File: src/rtl/dpps_pkg.sv
package dpps_pkg;

	// input item kinds
	localparam logic ACT_ADD  = 1'b0;
	localparam logic ACT_TICK = 1'b1;

	// one queued process
	typedef struct packed {
		logic [7:0]        id;
		logic signed [7:0] prio;
		logic [7:0]        rtime;
	} entry_t;

	localparam int ENTRY_W = $bits(entry_t);

	// one result item
	typedef struct packed {
		logic              ok;
		logic [7:0]        process_id;
		logic signed [7:0] priority_after;
		logic [7:0]        remaining_after;
		logic              finished;
		logic              queue_empty;
	} result_t;

	typedef enum logic [3:0] {
		ST_IDLE,
		ST_FREE,
		ST_TICK,
		ST_INS,
		ST_HEAD,
		ST_WALK,
		ST_LINK,
		ST_LINK2,
		ST_RESP
	} state_t;

endpackage

File: src/rtl/dynamic_priority_process_scheduler.sv
// Priority ready queue with aging, one process list kept in a linked-list RAM.
// Input channel (in_valid / in_stall): action = add takes new_priority and
// run_time; action = tick runs the head process once. Each input item gives
// exactly one result item on the output channel (out_valid / out_stall).
// One item is worked at a time; in_stall is high while an item is in flight.
// Work per item: a refused add or a tick on an empty queue goes straight to
// the result; an add into an empty queue writes its slot, one ahead of the head
// first reads the head (an add first pops a slot from the free list once fresh
// slots are used up); a tick that finishes its process frees its slot; other
// inserts and requeues walk the list one entry per cycle, set by the single
// read port. The next item is taken on the edge where the result can first be
// taken, so a new item waits until the last result is in the output register.
// Reset empties the queue and restarts ids at zero; the RAM itself is not
// cleared, slots are handed out from a fill counter and then a free list.
// The result sits in an output register; if the receiver stalls, the block
// still accepts and works the next item and only waits when a second result
// is ready while the first is still stalled.
module dynamic_priority_process_scheduler import dpps_pkg::*; #(
	parameter int QUEUE_DEPTH = 16
) (
	input  logic              clk,
	input  logic              arst_n,
	input  logic              in_valid,
	output logic              in_stall,
	input  logic              action,
	input  logic signed [7:0] new_priority,
	input  logic [7:0]        run_time,
	output logic              out_valid,
	input  logic              out_stall,
	output logic              ok,
	output logic [7:0]        process_id,
	output logic signed [7:0] priority_after,
	output logic [7:0]        remaining_after,
	output logic              finished,
	output logic              queue_empty
);

	localparam int PTR_W  = $clog2(QUEUE_DEPTH);
	localparam int CNT_W  = $clog2(QUEUE_DEPTH + 1);
	localparam int WORD_W = ENTRY_W + PTR_W;
	localparam logic [CNT_W-1:0] DEPTH_C = CNT_W'(QUEUE_DEPTH);
	localparam logic [CNT_W-1:0] ONE_C   = CNT_W'(1);

	state_t state_q, state_d;

	// control state
	logic [CNT_W-1:0] cnt_q;        // processes in the ready list
	logic [CNT_W-1:0] fill_q;       // slots ever handed out
	logic [PTR_W-1:0] head_q;       // head of the ready list
	logic [PTR_W-1:0] free_head_q;  // head of the free list
	logic [7:0]       next_id_q;

	// per-item working registers
	entry_t           ent_q;        // entry being inserted
	logic [PTR_W-1:0] slot_q;       // its RAM slot
	logic [PTR_W-1:0] prev_q;       // entry it goes behind
	entry_t           prev_ent_q;
	logic [PTR_W-1:0] cur_q;        // entry it goes in front of
	logic [CNT_W-1:0] left_q;       // entries from cur to the tail
	result_t          res_q;

	// RAM port signals
	logic              rd_en, wr_en;
	logic [PTR_W-1:0]  rd_addr, wr_addr;
	logic [WORD_W-1:0] rd_data, wr_data;
	entry_t            rd_ent;
	logic [PTR_W-1:0]  rd_next;

	logic              in_acc;
	logic              add_refused;
	logic              ob_load, ob_can_load;
	result_t           ob_res;

	// aged head on a tick
	entry_t            aged;
	logic              aged_fin;

	assign rd_ent  = entry_t'(rd_data[WORD_W-1:PTR_W]);
	assign rd_next = rd_data[PTR_W-1:0];

	assign in_stall    = (state_q != ST_IDLE);
	assign in_acc      = in_valid && !in_stall;
	assign add_refused = (cnt_q == DEPTH_C) || (run_time == 8'd0);

	always_comb begin
		aged       = rd_ent;
		aged.prio  = (rd_ent.prio == -8'sd128) ? rd_ent.prio : rd_ent.prio - 8'sd1;
		aged.rtime = (rd_ent.rtime != 8'd0) ? rd_ent.rtime - 8'd1 : rd_ent.rtime;
		aged_fin   = (aged.rtime == 8'd0);
	end

	always_comb begin
		ob_res             = res_q;
		ob_res.queue_empty = (cnt_q == '0);
	end

	dpps_mem #(
		.DEPTH  (QUEUE_DEPTH),
		.ADDR_W (PTR_W),
		.DATA_W (WORD_W)
	) u_mem (
		.clk     (clk),
		.rd_en   (rd_en),
		.rd_addr (rd_addr),
		.rd_data (rd_data),
		.wr_en   (wr_en),
		.wr_addr (wr_addr),
		.wr_data (wr_data)
	);

	dpps_obuf u_obuf (
		.clk             (clk),
		.arst_n          (arst_n),
		.load            (ob_load),
		.res             (ob_res),
		.can_load        (ob_can_load),
		.out_valid       (out_valid),
		.out_stall       (out_stall),
		.ok              (ok),
		.process_id      (process_id),
		.priority_after  (priority_after),
		.remaining_after (remaining_after),
		.finished        (finished),
		.queue_empty     (queue_empty)
	);

	always_ff @(posedge clk or negedge arst_n) begin
		if (!arst_n) begin
			state_q <= ST_IDLE;
		end else begin
			state_q <= state_d;
		end
	end

	// Next state and RAM control. Reads and writes never hit the same slot in
	// one cycle: every write happens after all reads of an item are done.
	always_comb begin
		state_d = state_q;
		rd_en   = 1'b0;
		rd_addr = head_q;
		wr_en   = 1'b0;
		wr_addr = slot_q;
		wr_data = {ent_q, cur_q};
		ob_load = 1'b0;
		unique case (state_q)
			ST_IDLE: begin
				if (in_acc) begin
					if (action == ACT_ADD) begin
						if (add_refused) begin
							state_d = ST_RESP;
						end else if (fill_q != DEPTH_C) begin
							state_d = ST_INS;
						end else begin
							rd_en   = 1'b1;
							rd_addr = free_head_q;
							state_d = ST_FREE;
						end
					end else if (cnt_q == '0) begin
						state_d = ST_RESP;
					end else begin
						rd_en   = 1'b1;
						rd_addr = head_q;
						state_d = ST_TICK;
					end
				end
			end
			ST_FREE: begin
				state_d = ST_INS;
			end
			ST_TICK: begin
				if (aged_fin) begin
					// finished: slot goes onto the free list
					wr_en   = 1'b1;
					wr_addr = head_q;
					wr_data = {rd_ent, free_head_q};
					state_d = ST_RESP;
				end else begin
					state_d = ST_INS;
				end
			end
			ST_INS: begin
				if (cnt_q == '0) begin
					wr_en   = 1'b1;
					wr_addr = slot_q;
					wr_data = {ent_q, cur_q};
					state_d = ST_RESP;
				end else begin
					rd_en   = 1'b1;
					rd_addr = head_q;
					state_d = ST_HEAD;
				end
			end
			ST_HEAD: begin
				if (rd_ent.prio < ent_q.prio) begin
					// new head
					wr_en   = 1'b1;
					wr_addr = slot_q;
					wr_data = {ent_q, head_q};
					state_d = ST_RESP;
				end else if (cnt_q == ONE_C) begin
					state_d = ST_LINK;
				end else begin
					rd_en   = 1'b1;
					rd_addr = rd_next;
					state_d = ST_WALK;
				end
			end
			ST_WALK: begin
				if (ent_q.prio < rd_ent.prio) begin
					if (left_q == ONE_C) begin
						state_d = ST_LINK;
					end else begin
						rd_en   = 1'b1;
						rd_addr = rd_next;
					end
				end else begin
					state_d = ST_LINK;
				end
			end
			ST_LINK: begin
				wr_en   = 1'b1;
				wr_addr = slot_q;
				wr_data = {ent_q, cur_q};
				state_d = ST_LINK2;
			end
			ST_LINK2: begin
				wr_en   = 1'b1;
				wr_addr = prev_q;
				wr_data = {prev_ent_q, slot_q};
				state_d = ST_RESP;
			end
			ST_RESP: begin
				if (ob_can_load) begin
					ob_load = 1'b1;
					state_d = ST_IDLE;
				end
			end
			default: begin
				state_d = ST_IDLE;
			end
		endcase
	end

	// list bookkeeping
	always_ff @(posedge clk or negedge arst_n) begin
		if (!arst_n) begin
			cnt_q       <= '0;
			fill_q      <= '0;
			head_q      <= '0;
			free_head_q <= '0;
			next_id_q   <= '0;
		end else begin
			case (state_q)
				ST_IDLE: begin
					if (in_acc && action == ACT_ADD && !add_refused) begin
						next_id_q <= next_id_q + 8'd1;
						if (fill_q != DEPTH_C) begin
							fill_q <= fill_q + ONE_C;
						end
					end
				end
				ST_FREE: begin
					free_head_q <= rd_next;
				end
				ST_TICK: begin
					head_q <= rd_next;
					cnt_q  <= cnt_q - ONE_C;
					if (aged_fin) begin
						free_head_q <= head_q;
					end
				end
				ST_INS: begin
					if (cnt_q == '0) begin
						head_q <= slot_q;
						cnt_q  <= cnt_q + ONE_C;
					end
				end
				ST_HEAD: begin
					if (rd_ent.prio < ent_q.prio) begin
						head_q <= slot_q;
						cnt_q  <= cnt_q + ONE_C;
					end
				end
				ST_LINK2: begin
					cnt_q <= cnt_q + ONE_C;
				end
				default: begin
				end
			endcase
		end
	end

	// working registers and result
	always_ff @(posedge clk) begin
		case (state_q)
			ST_IDLE: begin
				if (in_acc) begin
					if (action == ACT_ADD && !add_refused) begin
						ent_q  <= '{id: next_id_q, prio: new_priority, rtime: run_time};
						slot_q <= fill_q[PTR_W-1:0];
						res_q  <= '{ok: 1'b1, process_id: next_id_q,
							priority_after: new_priority, remaining_after: run_time,
							finished: 1'b0, queue_empty: 1'b0};
					end else begin
						res_q <= '0;
					end
				end
			end
			ST_FREE: begin
				slot_q <= free_head_q;
			end
			ST_TICK: begin
				ent_q  <= aged;
				slot_q <= head_q;
				res_q  <= '{ok: 1'b1, process_id: aged.id, priority_after: aged.prio,
					remaining_after: aged.rtime, finished: aged_fin, queue_empty: 1'b0};
			end
			ST_HEAD: begin
				prev_q     <= head_q;
				prev_ent_q <= rd_ent;
				cur_q      <= rd_next;
				left_q     <= cnt_q - ONE_C;
			end
			ST_WALK: begin
				if (ent_q.prio < rd_ent.prio) begin
					prev_q     <= cur_q;
					prev_ent_q <= rd_ent;
					cur_q      <= rd_next;
					left_q     <= left_q - ONE_C;
				end
			end
			default: begin
			end
		endcase
	end

	// live entries never outnumber slots handed out
	a_cnt_fill: assert property (@(posedge clk) disable iff (!arst_n)
		cnt_q <= fill_q && fill_q <= DEPTH_C)
		else $error("ready count exceeds allocated slots");

	// an accepted item always starts work
	a_accept_busy: assert property (@(posedge clk) disable iff (!arst_n)
		in_acc |=> state_q != ST_IDLE)
		else $error("accepted item dropped");

	// the list walk never runs past the tail
	a_walk_bound: assert property (@(posedge clk) disable iff (!arst_n)
		state_q == ST_WALK |-> left_q != '0)
		else $error("list walk beyond tail");

	// a free-list pop only happens while a free slot exists
	a_free_pop: assert property (@(posedge clk) disable iff (!arst_n)
		state_q == ST_FREE |-> cnt_q < fill_q)
		else $error("free list pop with no free slot");

	// a finished result shows up right after it is handed over
	a_result_out: assert property (@(posedge clk) disable iff (!arst_n)
		ob_load |=> out_valid)
		else $error("result lost at output register");

endmodule

File: src/rtl/dpps_mem.sv
module dpps_mem import dpps_pkg::*; #(
	parameter int DEPTH  = 16,
	parameter int ADDR_W = 4,
	parameter int DATA_W = 28
) (
	input  logic              clk,
	input  logic              rd_en,
	input  logic [ADDR_W-1:0] rd_addr,
	output logic [DATA_W-1:0] rd_data,
	input  logic              wr_en,
	input  logic [ADDR_W-1:0] wr_addr,
	input  logic [DATA_W-1:0] wr_data
);

	logic [DATA_W-1:0] mem [DEPTH];
	logic [DATA_W-1:0] rd_data_q;

	always_ff @(posedge clk) begin
		if (wr_en) begin
			mem[wr_addr] <= wr_data;
		end
	end

	// registered read; read data holds until the next read
	always_ff @(posedge clk) begin
		if (rd_en) begin
			rd_data_q <= mem[rd_addr];
		end
	end

	assign rd_data = rd_data_q;

endmodule

File: src/rtl/dpps_obuf.sv
module dpps_obuf import dpps_pkg::*; (
	input  logic              clk,
	input  logic              arst_n,
	input  logic              load,
	input  result_t           res,
	output logic              can_load,
	output logic              out_valid,
	input  logic              out_stall,
	output logic              ok,
	output logic [7:0]        process_id,
	output logic signed [7:0] priority_after,
	output logic [7:0]        remaining_after,
	output logic              finished,
	output logic              queue_empty
);

	logic    valid_q;
	result_t res_q;

	assign can_load = !valid_q || !out_stall;

	always_ff @(posedge clk or negedge arst_n) begin
		if (!arst_n) begin
			valid_q <= 1'b0;
		end else if (can_load) begin
			valid_q <= load;
		end
	end

	always_ff @(posedge clk) begin
		if (can_load && load) begin
			res_q <= res;
		end
	end

	assign out_valid       = valid_q;
	assign ok              = res_q.ok;
	assign process_id      = res_q.process_id;
	assign priority_after  = res_q.priority_after;
	assign remaining_after = res_q.remaining_after;
	assign finished        = res_q.finished;
	assign queue_empty     = res_q.queue_empty;

endmodule

File: config.mk
export PLATFORM = sky130hd
export DESIGN_NAME = dynamic_priority_process_scheduler
export DESIGN_NICKNAME = d
export VERILOG_FILES = /design/src/rtl/dpps_pkg.sv /design/src/rtl/dynamic_priority_process_scheduler.sv /design/src/rtl/dpps_mem.sv /design/src/rtl/dpps_obuf.sv
export SDC_FILE = /design/constraint.sdc
export NUM_CORES = 1
export LEC_CHECK = 0
export ABC_AREA = 1
export BUFFER_PORTS_ARGS = -buffer_cell sky130_fd_sc_hd__clkbuf_2
export CAP_MARGIN = 5
export CORE_ASPECT_RATIO = 0.75
export CORE_MARGIN = 5
export CORE_UTILIZATION = 57
export DETAILED_ROUTE_END_ITERATION = 8
export GPL_ROUTABILITY_DRIVEN = 0
export GPL_TIMING_DRIVEN = 0
export PLACE_DENSITY = 0.76
export SETUP_SLACK_MARGIN = 0.05
export SYNTH_ARGS = -nofsm -noshare
export SYNTH_HDL_FRONTEND = slang
export SYNTH_HIERARCHICAL = 1
export SYNTH_SLANG_ARGS = --single-unit
File: constraint.sdc
create_clock -name clk -period 4.2 [get_ports clk]
set_clock_uncertainty 0.1 [all_clocks]
set_input_delay 0.42 -clock clk [delete_from_list [all_inputs] [get_ports clk]]
set_output_delay 0.42 -clock clk [all_outputs]
set_load 0.01 [all_outputs]
## Word-level counts from Yosys, hierarchy flattened

Memories as Yosys holds them, arrays and structs flattened. A register that Yosys moved wholly into a read port is not among the register bits.
Cells that the tools add are included.

- Equal/unequal tests: 21
- Mux-type cells: 72
- Add/subtract/negate cells: 7
- Bitwise logic cells: 1
- Order comparisons: 2
- Reductions and logical operators: 34

Operators by type and width:

| cell | count |
|---|---|
| $mux 4 | 27 |
| $pmux 24 s2 | 2 |
| $pmux 28 s3 | 1 |
| $mux 24 | 3 |
| $mux 27 | 2 |
| $pmux 27 s2 | 1 |
| $pmux 4 s3 | 3 |
| $pmux 4 s9 | 1 |
| $pmux 4 s2 | 4 |
| $mux 28 | 1 |
| $pmux 5 s4 | 1 |
| $reduce_and 3->1 | 6 |
| $eq 4x3->1 const B | 4 |
| $logic_not 8->1 | 2 |
| $lt 8x8->1 | 2 |
| $mux 1 | 16 |
| $mux 8 | 2 |
| $mux 5 | 3 |
| $add 5x1->5 const B | 2 |
| $eq 5x1->1 const B | 2 |
| $ne 2x2->1 const B | 5 |
| $pmux 5 s2 | 1 |
| $sub 5x1->5 const B | 2 |
| $add 8x1->8 const B | 1 |
| 24 further kinds | 43 |

- Register bits after elaboration: 149
- Output and inout bits: 29
- Input bits: 21
- Memories: 1
- RAM bits: 448

Memory list:

| name | words | bits a word | read ports | clocked after memory_dff | wr ports | line | source |
|---|---|---|---|---|---|---|---|
| u_mem.mem | 16 | 28 | 1 | 1 | 1 | dpps_mem.sv:15 | `logic [DATA_W-1:0] mem [DEPTH];` |

## Longest topological paths before layout

Gate-level depths: netlist (run 1).

- Depth after elaboration: 7
- Gate-level depth with buffers: 24
- Depth with buffers taken out: 22

## Modules after synthesis

Netlist (run 1), hierarchy kept.

By module, submodules not included:

| module | cells an instance | area an instance (µm²) | instances | sequential area each (µm²) |
|---|---|---|---|---|
| dpps_mem | 1859 | 20100.5 | 1 | 14293.7 |
| dynamic_priority_process_scheduler | 871 | 7255.7 | 1 | 3483.3 |
| dpps_obuf | 32 | 852.1 | 1 | 835.8 |

## Least setup slack after synthesis (run 1)

No wires, ideal clock.

- Kind: reg2reg
- Start point: register u_mem.rd_data_q[19], in the netlist u_mem/rd_data[19] (read register of u_mem.mem)
- End point: register cur_q[0], enable pin
- Path buffers: 1
- Data required time: 3.655 ns
- Setup slack: 0.254 ns
- Setup time: 0.445 ns
- Clock period less this slack: 3.946 ns
- Arrival: 3.401 ns
- Cell stages (with the launch flop): 10
- Path through: edfxtp_1 > inv_1 > ha_1 > a21o_1 > nor2_1 > nand2_1 > nand2_1 > nand2_1 > clkbuf_1 > o22ai_1

- Cells in the longest elaborated chain, start to end: 3

Ends and longest elaborated chain:

| item | line | source |
|---|---|---|
| start, declared | dpps_mem.sv:16 | `logic [DATA_W-1:0] rd_data_q;` |
| $lt 8x8->1 | dynamic_priority_process_scheduler.sv:325 | `if (ent_q.prio < rd_ent.prio) begin` |
| $ne 2x2->1 (no line) | -- |  |
| $reduce_and 2->1 (no line) | -- |  |
| end signal, assigned | dynamic_priority_process_scheduler.sv:321 | `cur_q <= rd_next;` |
| end signal, assigned | dynamic_priority_process_scheduler.sv:328 | `cur_q <= rd_next;` |
| end, declared | dynamic_priority_process_scheduler.sv:58 | `logic [PTR_W-1:0] cur_q;` |

No other way between the ends.
A chain may end at the register's enable or synchronous reset.

## Worst setup path after layout (run 1)

- Start point: register u_mem.rd_data_q[4], in the netlist u_mem/rd_data[4] (read register of u_mem.mem)
- End point: memory u_mem.mem[3][17], enable pin

RTL lines:

| item | line | source |
|---|---|---|
| $sub 8x1->8 / $reduce_bool 8->1 (equally long branches) | dynamic_priority_process_scheduler.sv:88 | `aged.rtime = (rd_ent.rtime != 8'd0) ? rd_ent.rtime - 8'd1 : rd_ent.rtime;` |
| $mux 8 * | dynamic_priority_process_scheduler.sv:88 |  |
| $logic_not 8->1 * | dynamic_priority_process_scheduler.sv:89 | `aged_fin = (aged.rtime == 8'd0);` |
| $mux 4 * | dynamic_priority_process_scheduler.sv:171 | `if (aged_fin) begin` |
| $pmux 4 s2 * | dynamic_priority_process_scheduler.sv:145 | `unique case (state_q)` |
| via wr_addr[0] | dynamic_priority_process_scheduler.sv:64 | `logic [PTR_W-1:0] rd_addr, wr_addr;` |
| end, declared | dpps_mem.sv:15 |  |

The timed path passes the listed nets; every way through them passes the cells marked *.

==> results of run 1 <==
layer usage:
| layer | GRT usage, % | vias to the layer above | share of wire (%) |
|---|---|---|---|
| li1 | - | 9446 | - |
| met1 | 40.0 | 9908 | 38 |
| met2 | 41.4 | 1449 | 44 |
| met3 | 6.22 | 217 | 15 |
| met4 | 6.64 | 2 | 3.0 |
| met5 | 0 | - | 0.012 |
kinds of logic (layout without fill, tap and decap cells):
kind of cell / Yosys count / count (layout) / synth area share, %
simple gates: 1405 / 1410 / 21.4
flops: 625 / 625 / 66.0
buf+inv: 559 / 770 / 8.19
compound gates: 124 / 124 / 2.60
xor+xnor: 26 / 26 / 0.807
fa+ha+maj: 20 / 20 / 0.887
mux: 3 / 3 / 0.106
through the flow:
step	instance area, um2	setup TNS [ns]	hold slack, ns	instances	setup WS (ns)
after floorplan	28200	0	0.0244	2762	0.254
final	32200	-2.26	0.0351	3626	-0.0620
after global routing	32200	-17.70	0.0308	3626	-0.187
after detailed placement	29700	-18.90	0.305	3475	-0.485
after CTS	31700	-18.96	0.0192	3593	-0.199
after global placement	29300	-534.54	0.304	3459	-1.48
timing repair:
action                                 4_1_cts  5_1_grt
gates cloned                                 2        3
pin swaps                                    6       18
gates resized for setup                     18       33
buffers inserted                             5       30
setup endpoints to repair                  208      444
endpoints found under the hold margin       32        0
hold buffers                                 2        0
synthesized netlist by cell type (2+ instances only):
cell	n	area, um2
nor2_8	2	40.0
edfxtp_1	594	17800
inv_1	432	1620
o31ai_1	14	105
o211ai_1	2	15.0
o221ai_1	2	17.5
nor2_1	66	248
o21ai_0	68	340
dfrtp_1	31	776
xor2_1	24	210
nand3b_1	6	45.0
ha_1	20	250
a21oi_1	9	45.0
buf_1	9	33.8
xnor2_1	2	17.5
buf_4	10	75.1
mux2i_1	3	30.0
nand2_1	841	3160
buf_2	53	265
nor3_1	5	25.0
nand2_2	9	56.3
nor2_4	2	22.5
o21ai_1	5	25.0
nand2_4	2	22.5
a22o_1	5	43.8
nand4_1	23	144
nand3_1	439	2200
a21boi_0	5	37.5
buf_6	14	158
nor2_2	4	25.0
inv_2	9	33.8
clkbuf_1	29	109
a21o_1	9	67.6
cell type report:
| class | instances | area share [%] |
|---|---|---|
| multi-input combinational | 1583 | 23.4 |
| sequential | 625 | 57.8 |
| clock inverter | 43 | 1.24 |
| tap | 648 | 2.52 |
| buffer | 115 | 2.14 |
| timing repair buffer | 102 | 2.88 |
| inverter | 444 | 5.20 |
| clock buffer | 66 | 4.77 |
path summary, 6_finish.rpt:
path	to	slack, ns	from
setup / recovery	u_mem/mem[3][17]	-0.06	u_mem/rd_data[4]
hold / removal	ent_q[4]	0.04	run_time[4]
setup reg to reg	u_mem/mem[3][17]	-0.06	u_mem/rd_data[4]
hold reg to reg	u_obuf/remaining_after[6]	0.32	ob_res[8]
max in group asynchronous	next_id_q[2]	3.04	arst_n
min in group asynchronous	cnt_q[4]	0.38	arst_n
worst max-delay path, stage by stage (launching register included):
cell and delay, ns:
edfxtp_1 0.44, inv_1 0.22, ha_1 0.31, nand2_1 0.14
inv_2 0.08, nand2_2 0.08, buf_6 0.15, nand3_1 0.13
nand2_1 0.07, nor2_1 0.14, nand3_1 0.25, clkinv_1 0.35
nand2_1 0.09, nand3_1 0.18, nand3_1 0.53, nor2_4 0.41
buf_12 0.23
state kept, by name, indices dropped and copies added, names as in the netlist, 4 cells and up:
name,cells
slot_q,4
u_obuf/process_id,8
left_q,5
state_q,4
u_mem/rd_data,28
fill_q,5
u_obuf/remaining_after,8
ent_q,24
ob_res,26
free_head_q,4
prev_q,4
u_mem/mem,448
cnt_q,5
u_obuf/priority_after,8
prev_ent_q,24
next_id_q,8
head_q,4
cur_q,4
==> metrics.md, run 1 <==
| Metric | Value |
|---|---|
| Final Max Slew Viols | 0 |
| Via count | about 21000 |
| Reg2reg path depth | 16 |
| Failing checks | DRC, setup timing |
| Most frequent cells in the layout | nand2_1 (837), edfxtp_1 (594), nand3_1 (435), inv_1 (431), o21ai_0 (67) |
| CTS Sinks | ~630 |
| I/O pin total | 50 |
| Final Setup Violations | 57 |
| Flops & latches, synth | about 630 |
| Register area | ~0.019 mm2 |
| Mean post-synth cell area | 10.2 um2 |
| Syn Inst Count | between 2000 and 3000 |
| Worst relative slew slack | between 30% and 40% |
| H-tree depth | 2 |
| Async S/R FF share, synth | approximately 5.0% |
| Critical path arrival | around 4.5 ns |
| Antenna Cells | 0 |
| Die Span Y | about 200 um |
| Syn Nets | 2803 |
| Hold Fails Final Rpt | 0 |
| Initial Util | 57.7% |
| Total wire length | 76300 um |
| Top_reg_cell synth | edfxtp_1 |
| Nets | a little under 3000 |
| Largest net degree at the start of global routing | 32 |
| Outcome | complete, but fails checks |
| Longest Clk Path Bufs | 3 |
| Worst Path Required | between 4 and 5 ns |
| Worst slew pin tran | around 0.98 ns |
| Util after Layout | around two thirds |
| Max-cap violations | 0 |
| Grt ovf | 0 |
| Fin crit period | about 4.3 ns |
| Multi-input logic area | around 0.0075 mm2 |
| Mapped Area | between 0.02 and 0.03 mm2 |
| Starting DRT DRC Count | between 3000 and 4000 |
| CTS Buf Count | between 50 and 60 |
| Port bufs | 49 |
| Part of the cycle the worst path needs | 101% |
| Router iterations before antenna repair | 9 |
| Vias/cell | 5.80 |
| Hold Crit Class | input pin to flop |
| Clk Latency, worst-skew pair | just over 0.6 ns |
| Share of cells above drive strength 1 | between 10% and 20% |
| Syn-to-layout area delta | 14.1% |
| CP Launch Type | flop |
| Detail Placement HPWL | 50900 um |
| Antenna Nets Post-Route | 0 |
| Die area | approximately 0.054 mm2 |
| CTS root buf | clkbuf_16 |
| Initial antenna violation count | 1 |
| Post-synth EDFFs | between 500 and 600 |
| Global-route wire length before repair | 114000 um |
| Rows | 70 |
| Most common cell after layout, fill and taps aside | nand2_1 |
| Synth warn | 6 |
| Setup repair after global routing missed its margin | true |
| Final WS setup | -0.0620 ns |
| Library cells used by synthesis | 47 |
| CTS tree | built |
| Register area share after synthesis | approximately 66% |
| Vias in the first global route | 19937 |
| Crit-path max FO | 19 |
| Critical path class | flop to flop |
| Fmax | roughly 230 MHz |
| Routed length per instance | about 21 um |
| Clk slew on worst S/H paths | ~0.070 ns |
| Hold path depth | 3 |
| CORE AREA | 0.0489 mm2 |
| FILL cells | approximately 3500 |
| GRT Total Usage | between 20% and 30% |
| DRC violations left | 3 |
| Endpoint class of the critical path | flop |
| Die Width | 267 um |
Power of run 1 is left out: the tool's default activity adds up to more than one toggle a clock period on the data nets, which glitch-free logic cannot reach.
==> run 2, diff against run 1 <==
Settings changed: SKIP_CTS_REPAIR_TIMING set to 1.
==> run 2 against run 1 <==
The run still ends with DRC, setup timing left. Maximum frequency fell by 1.3%. Worst hold slack got worse by 0.00093 ns. Cell area hardly changed. Sequential cell count unchanged. Critical endpoint is now u_mem/mem[3][10]. Largest cell class unchanged. Highest routed layer unchanged.
==> metrics.md, run 2 (same netlist as run 1, synthesis figures left out) <==
| Metric | Value |
|---|---|
| Outcome | complete, but fails checks |
| Failing checks | DRC, setup timing |
| R2R Path Start | u_mem/rd_data[4] |
| Critical hold path startpoint | run_time[4] |
| CTS tree | built |
| Longest Clk Path Bufs | 3 (unchanged) |
| DRC violations left | 3 (unchanged) |
| CTS root buf | clkbuf_16 |
| Critical path arrival | 4.52 ns (+0.06 ns) |
| Crit path from | u_mem/rd_data[4] |
| CTS Buf Count | 58 (unchanged) |
| Routed length per instance | 21.0 um (-0.20%) |
| Final Setup Violations | 173 (+200%) |
| Reg with most FFs | u_mem/mem |
| Endpoint class of the critical path | flop |
| Slowest cell delay on critical path | 0.51 ns (-0.02 ns) |
| Grt ovf | 0 (unchanged) |
| Via count | 21177 (+0.74%) |
| Hold Crit Class | input pin to flop |
| Reg2reg path depth | 16 (unchanged) |
| CP Launch Type | flop |
| CP max stage cell | nand3_1 |
| Port bufs | 49 (unchanged) |
| Setup repair after global routing missed its margin | true |
| Worst relative slew slack | 33.7% (-0.68 points) |
| Most common cell after layout, fill and taps aside | nand2_1 |
| Initial Util | 57.7% (unchanged) |
| Reg2reg end | u_mem/mem[3][10] |
| Global-route wire length before repair | 112000 um (-1.1%) |
| Clk Latency, worst-skew pair | 0.61 ns (about the same) |
| Final WS setup | -0.118 ns (-0.0561 ns) |
| Total wire length | 76200 um (-0.12%) |
| Max-cap violations | 0 (unchanged) |
| H-tree depth | 2 (unchanged) |
| Rows | 70 (unchanged) |
| Cell area after layout | 0.0322 mm2 (about the same) |
| CORE AREA | 0.0489 mm2 (unchanged) |
| Worst setup path end | u_mem/mem[3][10] |
| GRT Total Usage | 26.7% (-0.38 points) |
| Number of flip-flops under the largest register name | 448 (unchanged) |
| Vias in the first global route | 19830 (-0.54%) |
| Flop2flop setup slack | -0.12 ns (-0.06 ns) |
| Share of cells above drive strength 1 | 11.6% (+0.055 points) |
| Clk slew on worst S/H paths | 0.07 ns (about the same) |
| I/O pin total | 50 (unchanged) |
| Final Max Slew Viols | 0 (unchanged) |
| Starting DRT DRC Count | 3666 (+4.4%) |
| Router iterations before antenna repair | 9 (unchanged) |
| Syn-to-layout area delta | 14.2% (about the same) |
| Antenna Cells | 0 (unchanged) |
| Worst slew pin tran | 0.991 ns (+0.0102 ns) |
| Fmax | 232 MHz (-1.3%) |
| Crit path cell chain | inv_1 > ha_1 > nand2_1 > inv_2 > nand2_2 > buf_6 > nand3_1 > nand2_1 > nor2_1 > nand3_1 > clkinv_1 > nand2_1 > nand3_1 > nand3_1 > nor2_4 > buf_12 |
| Nets | 2973 (+0.10%) |
| Die Span Y | 203 um (unchanged) |
| Vias/cell | 5.84 (+0.65%) |
| DP Area | 0.0297 mm2 (unchanged) |
| Detail Placement HPWL | 50900 um (unchanged) |
| Largest net degree at the start of global routing | 32 (unchanged) |
| Initial antenna violation count | 1 (unchanged) |
| Fin crit period | 4.32 ns (+0.0561 ns) |
| Most used cell, CP | nand3_1 |
| Die Width | 267 um (unchanged) |
| Worst Path Required | 4.40 ns (about the same) |
| Antenna Nets Post-Route | 0 (unchanged) |
| Die area | 0.0541 mm2 (unchanged) |
| CTS Sinks | 625 (unchanged) |
| Critical path class | flop to flop |
| Hold Fails Final Rpt | 0 (unchanged) |
| Most frequent cells in the layout | nand2_1 (837), edfxtp_1 (594), nand3_1 (436), inv_1 (431), o21ai_0 (67) |
| Part of the cycle the worst path needs | 103% (+1.3 points) |
| Crit-path max FO | 19 (unchanged) |
| FILL cells | 3501 (-0.40%) |
-- run 2: changes by cell type in the layout (fill, tap and decap cells not counted) --
cell      change
buf_2         -3
clkbuf_4      +3
buf_4         +2
buf_1         +1
clkinv_4      -1
inv_8         +1
nand3_1       +1
nand3_2       -1
nor2_1        -1
nor2_2        +1
-- run 2: worst min path at each step --
stage                                      to  slack, ns  cells after the start
finish                               ent_q[4]       0.03                      3
global route                         ent_q[2]       0.03                      3
CTS                                 fill_q[0]      -0.14                      1
detailed placement  u_obuf/remaining_after[5]       0.31                      0
global placement    u_obuf/remaining_after[6]       0.30                      0
floorplan                            cnt_q[0]       0.02                      0
-- run 2: metrics by stage --
stage / util (%) / TNS (ns) / std cells / worst slack [ns] / hold slack [ns]
2_1_floorplan: - / 0 / 2762 / 0.254 / 0.0244
3_3_place_gp: 59.9 / -534.54 / 3459 / -1.48 / 0.304
3_5_place_dp: 60.7 / -18.90 / 3475 / -0.485 / 0.305
4_1_cts: 64.7 / -24.42 / 3584 / -0.509 / -0.144
5_1_grt: 65.9 / -24.41 / 3629 / -0.183 / 0.0343
6_report: 65.9 / -9.42 / 3629 / -0.118 / 0.0342
-- run 2: metal layers --
layer,part of all wire [%],global-route usage (%),up-vias
met5,0.014,0,-
met3,14,5.85,232
met4,3.2,6.60,2
met2,44,40.9,1490
li1,-,-,9461
met1,39,39.6,9992
-- run 2: final cells by class --
class                           instances  area (um2)  share of cell area (%)
Multi-Input combinational cell       1583        7530                    23.4
Clock buffer                           66        1530                    4.76
Clock inverter                         43         400                    1.24
Timing Repair Buffer                  105         948                    2.94
Buffer                                115         692                    2.15
Sequential cell                       625       18600                    57.8
Inverter                              444        1680                    5.21
Tap cell                              648         811                    2.52
-- run 2: worst max-delay path, delay by kind of cell (launching register included) --
kind | cells | cell delay, ns
adders and majority gates | 1 | 0.32
buffers and inverters | 5 | 1.07
DFF | 1 | 0.45
and+or+nand+nor | 10 | 2.04
Power of run 2 is left out for the same reason.
